## src/hw/rtl/epsc_pkg.sv

```systemverilog
`timescale 1ns / 1ps
// ----------------------------------------------------------------------------
// epsc_pkg
// Shared types and constants for the encoder speed controller.
// ----------------------------------------------------------------------------
package epsc_pkg;

    localparam int PWM_TOP = 1000;

    // floor(mag * PWM_TOP / (100 << 16)) as a reciprocal multiply,
    // exact for any mag up to 100 << 16
    localparam int          DUTY_SHIFT = 46;
    localparam logic [63:0] DUTY_RECIP =
        ((64'(PWM_TOP) << DUTY_SHIFT) + 64'd6553599) / 64'd6553600;

    localparam logic [2:0] REG_FILTER_WEIGHT = 3'd0;
    localparam logic [2:0] REG_PROP_GAIN     = 3'd1;
    localparam logic [2:0] REG_INTEG_GAIN    = 3'd2;
    localparam logic [2:0] REG_DERIV_GAIN    = 3'd3;
    localparam logic [2:0] REG_SAMPLE_PERIOD = 3'd4;
    localparam logic [2:0] REG_INV_PERIOD    = 3'd5;
    localparam logic [2:0] REG_SPEED_SCALE   = 3'd6;

    localparam logic signed [95:0] INTEG_LIM = 96'sd3276800;
    localparam logic signed [95:0] OUT_LIM   = 96'sd6553600;
    localparam logic signed [95:0] S32_MAX   = 96'sd2147483647;
    localparam logic signed [95:0] S32_MIN   = -96'sd2147483648;

    typedef enum logic [3:0] {
        ST_IDLE,
        ST_RAW,
        ST_MIX_A,
        ST_MIX_B,
        ST_ERR,
        ST_PROP,
        ST_INTEG_ACC,
        ST_INTEG,
        ST_DERIV,
        ST_DERIV_D,
        ST_SUM,
        ST_DUTY,
        ST_OUT
    } state_t;

    typedef struct packed {
        logic start;
    } mul_ctl_t;

endpackage

```

## src/hw/rtl/epsc_serial_mul.sv

```systemverilog
`timescale 1ns / 1ps
// ----------------------------------------------------------------------------
// epsc_serial_mul
// Signed 48 x 48 shift-add multiplier, one multiplier bit per cycle.
// ----------------------------------------------------------------------------
module epsc_serial_mul (
    input  logic               aclk,
    input  logic               aresetn,
    input  epsc_pkg::mul_ctl_t ctl_in,
    input  logic signed [47:0] op_a,
    input  logic signed [47:0] op_b,
    output logic               done,
    output logic signed [95:0] product
);
    import epsc_pkg::*;

    logic [5:0]         cnt_reg, cnt_next;
    logic               run_reg, run_next;
    logic signed [95:0] acc_reg, acc_next;
    logic signed [95:0] mcand_reg, mcand_next;
    logic [47:0]        mplier_reg, mplier_next;

    always_comb begin
        cnt_next    = cnt_reg;
        run_next    = run_reg;
        acc_next    = acc_reg;
        mcand_next  = mcand_reg;
        mplier_next = mplier_reg;
        done        = 1'b0;
        if (ctl_in.start) begin
            run_next    = 1'b1;
            cnt_next    = '0;
            acc_next    = '0;
            mcand_next  = 96'(op_a);
            mplier_next = op_b;
        end else if (run_reg) begin
            // top bit carries negative weight
            if (mplier_reg[0]) begin
                if (cnt_reg == 6'd47) begin
                    acc_next = acc_reg - mcand_reg;
                end else begin
                    acc_next = acc_reg + mcand_reg;
                end
            end
            mcand_next  = mcand_reg <<< 1;
            mplier_next = mplier_reg >> 1;
            cnt_next    = cnt_reg + 6'd1;
            if (cnt_reg == 6'd47) begin
                run_next = 1'b0;
                done     = 1'b1;
            end
        end
    end

    assign product = acc_next;

    always_ff @(posedge aclk) begin
        if (!aresetn) begin
            run_reg <= 1'b0;
            cnt_reg <= '0;
        end else begin
            run_reg <= run_next;
            cnt_reg <= cnt_next;
        end
        acc_reg    <= acc_next;
        mcand_reg  <= mcand_next;
        mplier_reg <= mplier_next;
    end

endmodule

```

## src/hw/rtl/encoder_pid_speed_controller_unit.sv

```systemverilog
`timescale 1ns / 1ps
// ----------------------------------------------------------------------------
// encoder_pid_speed_controller_unit
// Quadrature edge counter with a filtered PI-D speed loop and PWM duties.
// ----------------------------------------------------------------------------
// Usage:
//   s_ channel carries edge beats (mode 0) and control tick beats (mode 1).
//   An edge beat updates the position count when accepted and gives no beat.
//   A tick beat runs the loop on one shared bit-serial 48x48 multiplier,
//   one bit per cycle: eight products and four single steps (error, sum,
//   duty, output) in turn, and then the m_ beat is valid.
//   With m_ready high the next tick can go in once that beat is taken.
//   Edge beats are not accepted while a tick is running.
//   The result sits in an output register; while m_ready is low the block
//   holds it and accepts no new tick, but edge beats are still counted.
//   Registers are written over APB; pready is always high.
//   Reset (aresetn low, synchronous) clears the counts, filter, integrator,
//   target, FSM and output valid and loads the register defaults.
// ----------------------------------------------------------------------------
module encoder_pid_speed_controller_unit (
    input  logic               aclk,
    input  logic               aresetn,
    input  logic               psel,
    input  logic               penable,
    input  logic               pwrite,
    input  logic [4:0]         paddr,
    input  logic [31:0]        pwdata,
    output logic [31:0]        prdata,
    output logic               pready,
    input  logic               s_valid,
    output logic               s_ready,
    input  logic               s_mode,
    input  logic               s_on_channel_b,
    input  logic               s_level_a,
    input  logic               s_level_b,
    input  logic               s_new_target,
    input  logic signed [31:0] s_speed_setpoint,
    output logic               m_valid,
    input  logic               m_ready,
    output logic signed [31:0] m_measured_speed,
    output logic [9:0]         m_fwd_duty,
    output logic [9:0]         m_rev_duty
);
    import epsc_pkg::*;

    logic [16:0] filter_weight_reg;
    logic [23:0] prop_gain_reg, integ_gain_reg, deriv_gain_reg;
    logic [15:0] sample_period_reg;
    logic [31:0] inv_period_reg, speed_scale_reg;

    logic [31:0]        edge_count_reg, last_count_reg;
    logic signed [31:0] filt_reg, integ_reg, last_err_reg, target_reg;
    logic signed [31:0] err_reg;
    logic signed [95:0] t_reg, p_reg, i_reg;
    logic signed [95:0] u_reg;
    state_t             state_reg, state_next;

    logic               m_valid_reg;
    logic signed [31:0] m_speed_reg;
    logic [9:0]         m_fwd_reg, m_rev_reg;

    mul_ctl_t           mctl;
    logic               mdone;
    logic signed [47:0] ma, mb;
    logic signed [95:0] mprod;

    logic [2:0] reg_idx;
    logic       wr_en;
    assign reg_idx = paddr[4:2];
    assign wr_en   = psel && penable && pwrite;
    assign pready  = 1'b1;

    function automatic logic signed [95:0] sat32(input logic signed [95:0] x);
        if (x > S32_MAX) return S32_MAX;
        if (x < S32_MIN) return S32_MIN;
        return x;
    endfunction

    function automatic logic signed [95:0] clampv(input logic signed [95:0] x,
                                                  input logic signed [95:0] lim);
        if (x > lim) return lim;
        if (x < -lim) return -lim;
        return x;
    endfunction

    always_comb begin
        case (reg_idx)
            REG_FILTER_WEIGHT: prdata = 32'(filter_weight_reg);
            REG_PROP_GAIN:     prdata = 32'(prop_gain_reg);
            REG_INTEG_GAIN:    prdata = 32'(integ_gain_reg);
            REG_DERIV_GAIN:    prdata = 32'(deriv_gain_reg);
            REG_SAMPLE_PERIOD: prdata = 32'(sample_period_reg);
            REG_INV_PERIOD:    prdata = inv_period_reg;
            REG_SPEED_SCALE:   prdata = speed_scale_reg;
            default:           prdata = '0;
        endcase
    end

    logic edge_ok, tick_ok;
    assign s_ready = (state_reg == ST_IDLE) && (!s_mode || !m_valid_reg);
    assign edge_ok = s_valid && s_ready && !s_mode;
    assign tick_ok = s_valid && s_ready && s_mode;

    logic [16:0]        w_eff;
    logic signed [31:0] delta;
    assign w_eff = filter_weight_reg[16] ? 17'h10000 : filter_weight_reg;
    assign delta = edge_count_reg - last_count_reg;

    // operand select and multiply launch
    logic mul_busy_reg, mul_busy_next;
    always_comb begin
        ma = '0;
        mb = '0;
        case (state_reg)
            ST_RAW:       begin ma = 48'(delta); mb = 48'($signed({1'b0, speed_scale_reg})); end
            ST_MIX_A:     begin ma = 48'($signed({1'b0, w_eff})); mb = 48'(t_reg); end
            ST_MIX_B:     begin
                ma = 48'($signed(18'h10000 - {1'b0, w_eff})); mb = 48'(filt_reg);
            end
            ST_PROP:      begin ma = 48'($signed({1'b0, prop_gain_reg})); mb = 48'(err_reg); end
            ST_INTEG_ACC: begin
                ma = 48'(err_reg); mb = 48'($signed({1'b0, sample_period_reg}));
            end
            ST_INTEG:     begin ma = 48'($signed({1'b0, integ_gain_reg})); mb = 48'(integ_reg); end
            ST_DERIV:     begin
                ma = 48'($signed({1'b0, deriv_gain_reg}));
                mb = 48'(err_reg) - 48'(last_err_reg);
            end
            ST_DERIV_D:   begin ma = 48'(t_reg); mb = 48'($signed({1'b0, inv_period_reg})); end
            default:      begin ma = '0; mb = '0; end
        endcase
    end

    logic is_mul_state;
    assign is_mul_state = (state_reg == ST_RAW) || (state_reg == ST_MIX_A) ||
                          (state_reg == ST_MIX_B) || (state_reg == ST_PROP) ||
                          (state_reg == ST_INTEG_ACC) || (state_reg == ST_INTEG) ||
                          (state_reg == ST_DERIV) || (state_reg == ST_DERIV_D);
    assign mctl.start = is_mul_state && !mul_busy_reg;
    assign mul_busy_next = is_mul_state && !mdone;

    epsc_serial_mul u_mul (
        .aclk    (aclk),
        .aresetn (aresetn),
        .ctl_in  (mctl),
        .op_a    (ma),
        .op_b    (mb),
        .done    (mdone),
        .product (mprod)
    );

    always_comb begin
        state_next = state_reg;
        case (state_reg)
            ST_IDLE:      if (tick_ok) state_next = ST_RAW;
            ST_RAW:       if (mdone) state_next = ST_MIX_A;
            ST_MIX_A:     if (mdone) state_next = ST_MIX_B;
            ST_MIX_B:     if (mdone) state_next = ST_ERR;
            ST_ERR:       state_next = ST_PROP;
            ST_PROP:      if (mdone) state_next = ST_INTEG_ACC;
            ST_INTEG_ACC: if (mdone) state_next = ST_INTEG;
            ST_INTEG:     if (mdone) state_next = ST_DERIV;
            ST_DERIV:     if (mdone) state_next = ST_DERIV_D;
            ST_DERIV_D:   if (mdone) state_next = ST_SUM;
            ST_SUM:       state_next = ST_DUTY;
            ST_DUTY:      state_next = ST_OUT;
            ST_OUT:       state_next = ST_IDLE;
            default:      state_next = ST_IDLE;
        endcase
    end

    // |u| is at most 100 << 16, so 23 bits
    logic [22:0] mag;
    logic [95:0] duty_w;
    assign mag    = u_reg < 0 ? 23'(-u_reg) : 23'(u_reg);
    assign duty_w = (96'(mag) * 96'(DUTY_RECIP)) >> DUTY_SHIFT;

    always_ff @(posedge aclk) begin
        if (!aresetn) begin
            filter_weight_reg <= 17'd16384;
            prop_gain_reg     <= 24'd327680;
            integ_gain_reg    <= 24'd262144;
            deriv_gain_reg    <= '0;
            sample_period_reg <= 16'd655;
            inv_period_reg    <= 32'd6553600;
            speed_scale_reg   <= '0;
            edge_count_reg    <= '0;
            last_count_reg    <= '0;
            filt_reg          <= '0;
            integ_reg         <= '0;
            last_err_reg      <= '0;
            target_reg        <= '0;
            state_reg         <= ST_IDLE;
            mul_busy_reg      <= 1'b0;
            m_valid_reg       <= 1'b0;
        end else begin
            state_reg    <= state_next;
            mul_busy_reg <= mul_busy_next;
            if (wr_en) begin
                case (reg_idx)
                    REG_FILTER_WEIGHT: filter_weight_reg <= pwdata[16:0];
                    REG_PROP_GAIN:     prop_gain_reg     <= pwdata[23:0];
                    REG_INTEG_GAIN:    integ_gain_reg    <= pwdata[23:0];
                    REG_DERIV_GAIN:    deriv_gain_reg    <= pwdata[23:0];
                    REG_SAMPLE_PERIOD: sample_period_reg <= pwdata[15:0];
                    REG_INV_PERIOD:    inv_period_reg    <= pwdata;
                    REG_SPEED_SCALE:   speed_scale_reg   <= pwdata;
                    default: ;
                endcase
            end
            if (edge_ok) begin
                if ((s_level_a == s_level_b) ^ s_on_channel_b) begin
                    edge_count_reg <= edge_count_reg + 32'd1;
                end else begin
                    edge_count_reg <= edge_count_reg - 32'd1;
                end
            end
            if (tick_ok && s_new_target) target_reg <= s_speed_setpoint;
            if (m_valid_reg && m_ready) m_valid_reg <= 1'b0;
            case (state_reg)
                ST_RAW: if (mdone) begin
                    t_reg          <= sat32(mprod);
                    last_count_reg <= edge_count_reg;
                end
                ST_MIX_A: if (mdone) t_reg <= mprod;
                ST_MIX_B: if (mdone) filt_reg <= 32'(sat32((t_reg + mprod) >>> 16));
                ST_ERR: err_reg <= 32'(sat32(96'(target_reg) - 96'(filt_reg)));
                ST_PROP: if (mdone) p_reg <= mprod >>> 16;
                ST_INTEG_ACC: if (mdone) begin
                    integ_reg <= 32'(clampv(96'(integ_reg) + (mprod >>> 16), INTEG_LIM));
                end
                ST_INTEG: if (mdone) i_reg <= mprod >>> 16;
                ST_DERIV: if (mdone) t_reg <= sat32(mprod >>> 16);
                ST_DERIV_D: if (mdone) begin
                    t_reg        <= mprod >>> 16;
                    last_err_reg <= err_reg;
                end
                ST_SUM: u_reg <= clampv(p_reg + i_reg + t_reg, OUT_LIM);
                ST_DUTY: begin
                    m_speed_reg <= filt_reg;
                    m_fwd_reg   <= (u_reg > 0) ? 10'(duty_w > 96'd1023 ? 96'd1023 : duty_w)
                                               : 10'd0;
                    m_rev_reg   <= (u_reg < 0) ? 10'(duty_w > 96'd1023 ? 96'd1023 : duty_w)
                                               : 10'd0;
                end
                ST_OUT: m_valid_reg <= 1'b1;
                default: ;
            endcase
        end
    end

    assign m_valid          = m_valid_reg;
    assign m_measured_speed = m_speed_reg;
    assign m_fwd_duty       = m_fwd_reg;
    assign m_rev_duty       = m_rev_reg;

endmodule

```

## config.mk

```make
export PLATFORM = sky130hd
export DESIGN_NAME = encoder_pid_speed_controller_unit
export DESIGN_NICKNAME = d
export VERILOG_FILES = /design/src/hw/rtl/epsc_pkg.sv /design/src/hw/rtl/epsc_serial_mul.sv /design/src/hw/rtl/encoder_pid_speed_controller_unit.sv
export SDC_FILE = /design/constraint.sdc
export NUM_CORES = 2
export LEC_CHECK = 0
export CORE_MARGIN = 3
export CORE_UTILIZATION = 43
export CTS_BUF_LIST = sky130_fd_sc_hd__clkbuf_2 sky130_fd_sc_hd__clkbuf_4 sky130_fd_sc_hd__clkbuf_8
export DETAILED_ROUTE_END_ITERATION = 8
export DONT_BUFFER_PORTS = 1
export PLACE_DENSITY = 0.61
export SLEW_MARGIN = 0
export SYNTH_ARGS = -nofsm -noshare
export SYNTH_HDL_FRONTEND = slang
export SYNTH_SLANG_ARGS = --single-unit
```

## constraint.sdc

```tcl
create_clock -name aclk -period 24.8 [get_ports aclk]
set_input_delay 2.48 -clock aclk [delete_from_list [all_inputs] [get_ports aclk]]
set_output_delay 2.48 -clock aclk [all_outputs]
set_load 0.05 [all_outputs]
```

==> impl_metrics.ini <==
[cts]
cts_sinks = 1050
clockBufferDepth = 3
cts_tree = done
clk_pin_slew_ns = 0.06
clk_latency_ns = 0.99
cts_hold_buffers = 0
cts_root_buffer = clkbuf_8
cts.htree.levels = 4
ctsResizeCount = 0
post_cts.repair.setup_buffers = 0
cts_made_buffers = 189

[global_routing]
antenna_found_initial = 13
grt_overflow_total = 0
grt_usage_pct = 30.7
grt_pass1_wl_mm = 425
grt_max_degree = 357
first_global_vias = 66103

[worst_setup_path]
ff2ff_path_depth = 48
path_class = register to register
r2r_start = u_mul.mcand_reg[0]
max_stage_delay_ns = 0.73
worstPathRequired_ns = 25.69
crit_path_start_kind = register
path_buf_inv = 3
cpMaxStageDelayCell = nor3b_2
worstPathArrival_ns = 14.64
cp-end-kind = register
cpLargestDelayFamily = simple AND/OR/NAND/NOR gates
r2r_end = integ_reg[10]
r2r_slack_ns = 11.06
crit_fanout = 12

[logic_synthesis]
netlist_top_cells_count = 1221 x nand2_1, 748 x nor2_1, 726 x a21oi_1
synthCells = 8889
ys_warn_count = 0
synth-compound-area-share_pct = 23.6
yosysMostFrequentCell = nand2_1
synthXorXnorAreaFrac_pct = 5.97
synth_mux_area_share_pct = 1.19
seq_area_frac_synth_pct = 35.2
ys_ff_latch = 1050
synth_top_family_by_area = compound AO/OA/AOI/OAI gates
synth.net_count = 9597
ys_async_sr_fraction_pct = 0
synth_edf_count = 580
synth_area_per_cell_um2 = 8.58
netlist_area_mm2 = 0.0763
synthTopCellsByArea = edfxtp_1 23%, dfxtp_1 12%, ha_1 8.6%
synthFlopType = edfxtp_1
synth_top_area_cell = edfxtp_1
synth_cell_type_count = 106
synthSimpleGateAreaFrac_pct = 18.6
synth_fa_ha_area_share_pct = 11.5
synth_top_area_share_pct = 22.8

[die]
dieHeight_um = 427
dieArea_mm2 = 0.182
rows = 153
fp.dieW_um = 427
core_mm2 = 0.175
start_util_pct = 43.5
io_pins = 168

[drt]
antenna_left = 0
vias = 69839
routedWlPerCell_um = 25.6
firstDrtPassIters = 9
wirelength_mm = 288
via_per_inst = 6.19
drtIter0Drc = 8101
drc_errors = 2

[pwr]
power.leakage_nw = 32.0
total_power_w = 0.00627
p_per_area_mw_per_mm2 = 75.5
seqPwrFrac_pct = 32.6
vdd_drop_max_uv = 55.5
power.share.combinational_pct = 38.1
power.share.clock_pct = 29.2
p_sw_w = 0.00246
p_int_w = 0.00381
netSwitchingFraction_pct = 39.2

[layout]
area_growth_pct = 8.93
drive_gt1_share_pct = 7.34
instances_no_fill = 11281
fin_nets = 9497
final_util_pct = 47.4

[status]
violations = DRC, capacitance limit, slew limit
status = finished with violations

[place]
dp_hpwl_mm = 216
gp_congestion = 0.967
dp.cells = 10923
portBuffers = 0

[timing]
setup_viol = 0
max_slew_margin_pct = -10.8
finalSetupTns_ns = 0
worstMarginPinSlew_ns = 1.66
rsz0062_at_grt = no
hold_violations = 0
timing.fmax_mhz = 72.8
fin_skew_ns = 0.0893
maxSlewViolCount = 119
period_needed_ns = 13.74
fin_crit_sh_pct = 55.4

[min_path]
hold_path.class = register to register
hold_path_end = last_count_reg[11]
hold_depth = 2
hold_start = last_count_reg[11]

[run]
maxCapViolations = 1
-- worst reg2reg max path: cells and delay by family, from the launching register on --
| kind | cells | cell delay, ns |
|---|---|---|
| flip-flops | 1 | 0.45 |
| AND/OR/NAND/NOR | 28 | 7.92 |
| adder cells (fa/ha/maj) | 3 | 1.08 |
| AO/OA/AOI/OAI | 12 | 3.06 |
| buffers and inverters | 3 | 0.81 |
| XOR/XNOR | 2 | 0.36 |
-- worst max-delay path by stage --
stage                             start            end  slack (ns)  cells after the start
floorplan           u_mul.mcand_reg[13]   filt_reg[21]       14.66                     42
global placement     u_mul.mcand_reg[0]   integ_reg[5]       11.50                     48
detailed placement   u_mul.mcand_reg[0]   integ_reg[1]       11.43                     48
CTS                  u_mul.mcand_reg[0]  integ_reg[10]       11.35                     48
global route         u_mul.mcand_reg[0]   filt_reg[10]       10.32                     49
finish               u_mul.mcand_reg[0]  integ_reg[10]       11.06                     48
-- through the flow --
| stage | hold WS (ns) | area (um2) | setup slack (ns) |
|---|---|---|---|
| detailed placement | 0.457 | 78900 | 11.43 |
| floorplan | 0.443 | 76300 | 14.66 |
| global route | 0.482 | 83100 | 10.32 |
| finish | 0.466 | 83100 | 11.06 |
| CTS | 0.466 | 83100 | 11.35 |
| global placement | 0.451 | 78900 | 11.50 |
-- cells by family (layout without fill, tap and decap cells) --
group / count (synthesis) / count (layout)
buffers and inverters: 788 / 849
other: 1 / 7
AO/OA/AOI/OAI: 2742 / 2742
adder cells (fa/ha/maj): 642 / 642
flip-flops: 1050 / 1050
multiplexers: 73 / 73
AND/OR/NAND/NOR: 3073 / 3073
XOR/XNOR: 520 / 520
-- per-layer routing --
| layer | global-route usage (%) | wire length, um |
|---|---|---|
| met1 | 40.7 | 120000 |
| met4 | 15.2 | 16000 |
| met3 | 6.02 | 26200 |
| met2 | 47.9 | 126000 |
| met5 | 0 | 41 |
-- layout make-up --
type | instances | area, um2
Clock inverter | 79 | 801
Antenna cell | 6 | 15.0
Tap cell | 2325 | 2910
Inverter | 340 | 1280
Multi-Input combinational cell | 7051 | 46700
Fill cell | 17025 | 92100
Clock buffer | 273 | 3370
Sequential cell | 1050 | 26800
Timing Repair Buffer | 157 | 1190
-- power by group through the flow --
stage	clock network, W	registers, W	logic, W
2_1_floorplan	0	0.00206	0.00160
3_3_place_gp	0	0.00208	0.00230
3_5_place_dp	0	0.00208	0.00232
4_1_cts	0.00186	0.00204	0.00234
5_1_grt	0.00194	0.00205	0.00257
6_report	0.00183	0.00205	0.00239
-- placed cells by master, fill, tap and decap left out, types with 51 or more instances in the layout --
master,synthesis,final
a211oi_1,61,61
a21boi_0,296,296
a21o_1,272,271
a21oi_1,726,722
a221oi_1,61,61
a222oi_1,68,68
a22oi_1,62,62
a31oi_1,87,86
and2_1,77,75
and3_1,82,82
buf_4,2,156
clkbuf_4,0,62
clkbuf_8,0,211
dfxtp_1,470,469
edfxtp_1,580,580
fa_1,102,102
ha_1,525,524
inv_1,336,336
mux2i_1,51,51
nand2_1,1221,1217
nand2b_1,90,89
nand3_1,187,187
nand4_1,123,123
nor2_1,748,730
nor2b_1,84,81
nor3_1,129,124
nor4_1,88,88
o21a_1,67,67
o21ai_0,535,521
o21ai_1,44,56
o21bai_1,78,78
o31ai_1,59,59
or3_1,51,51
xnor2_1,310,310
xor2_1,210,210
Power figures use the tool's default switching activity.
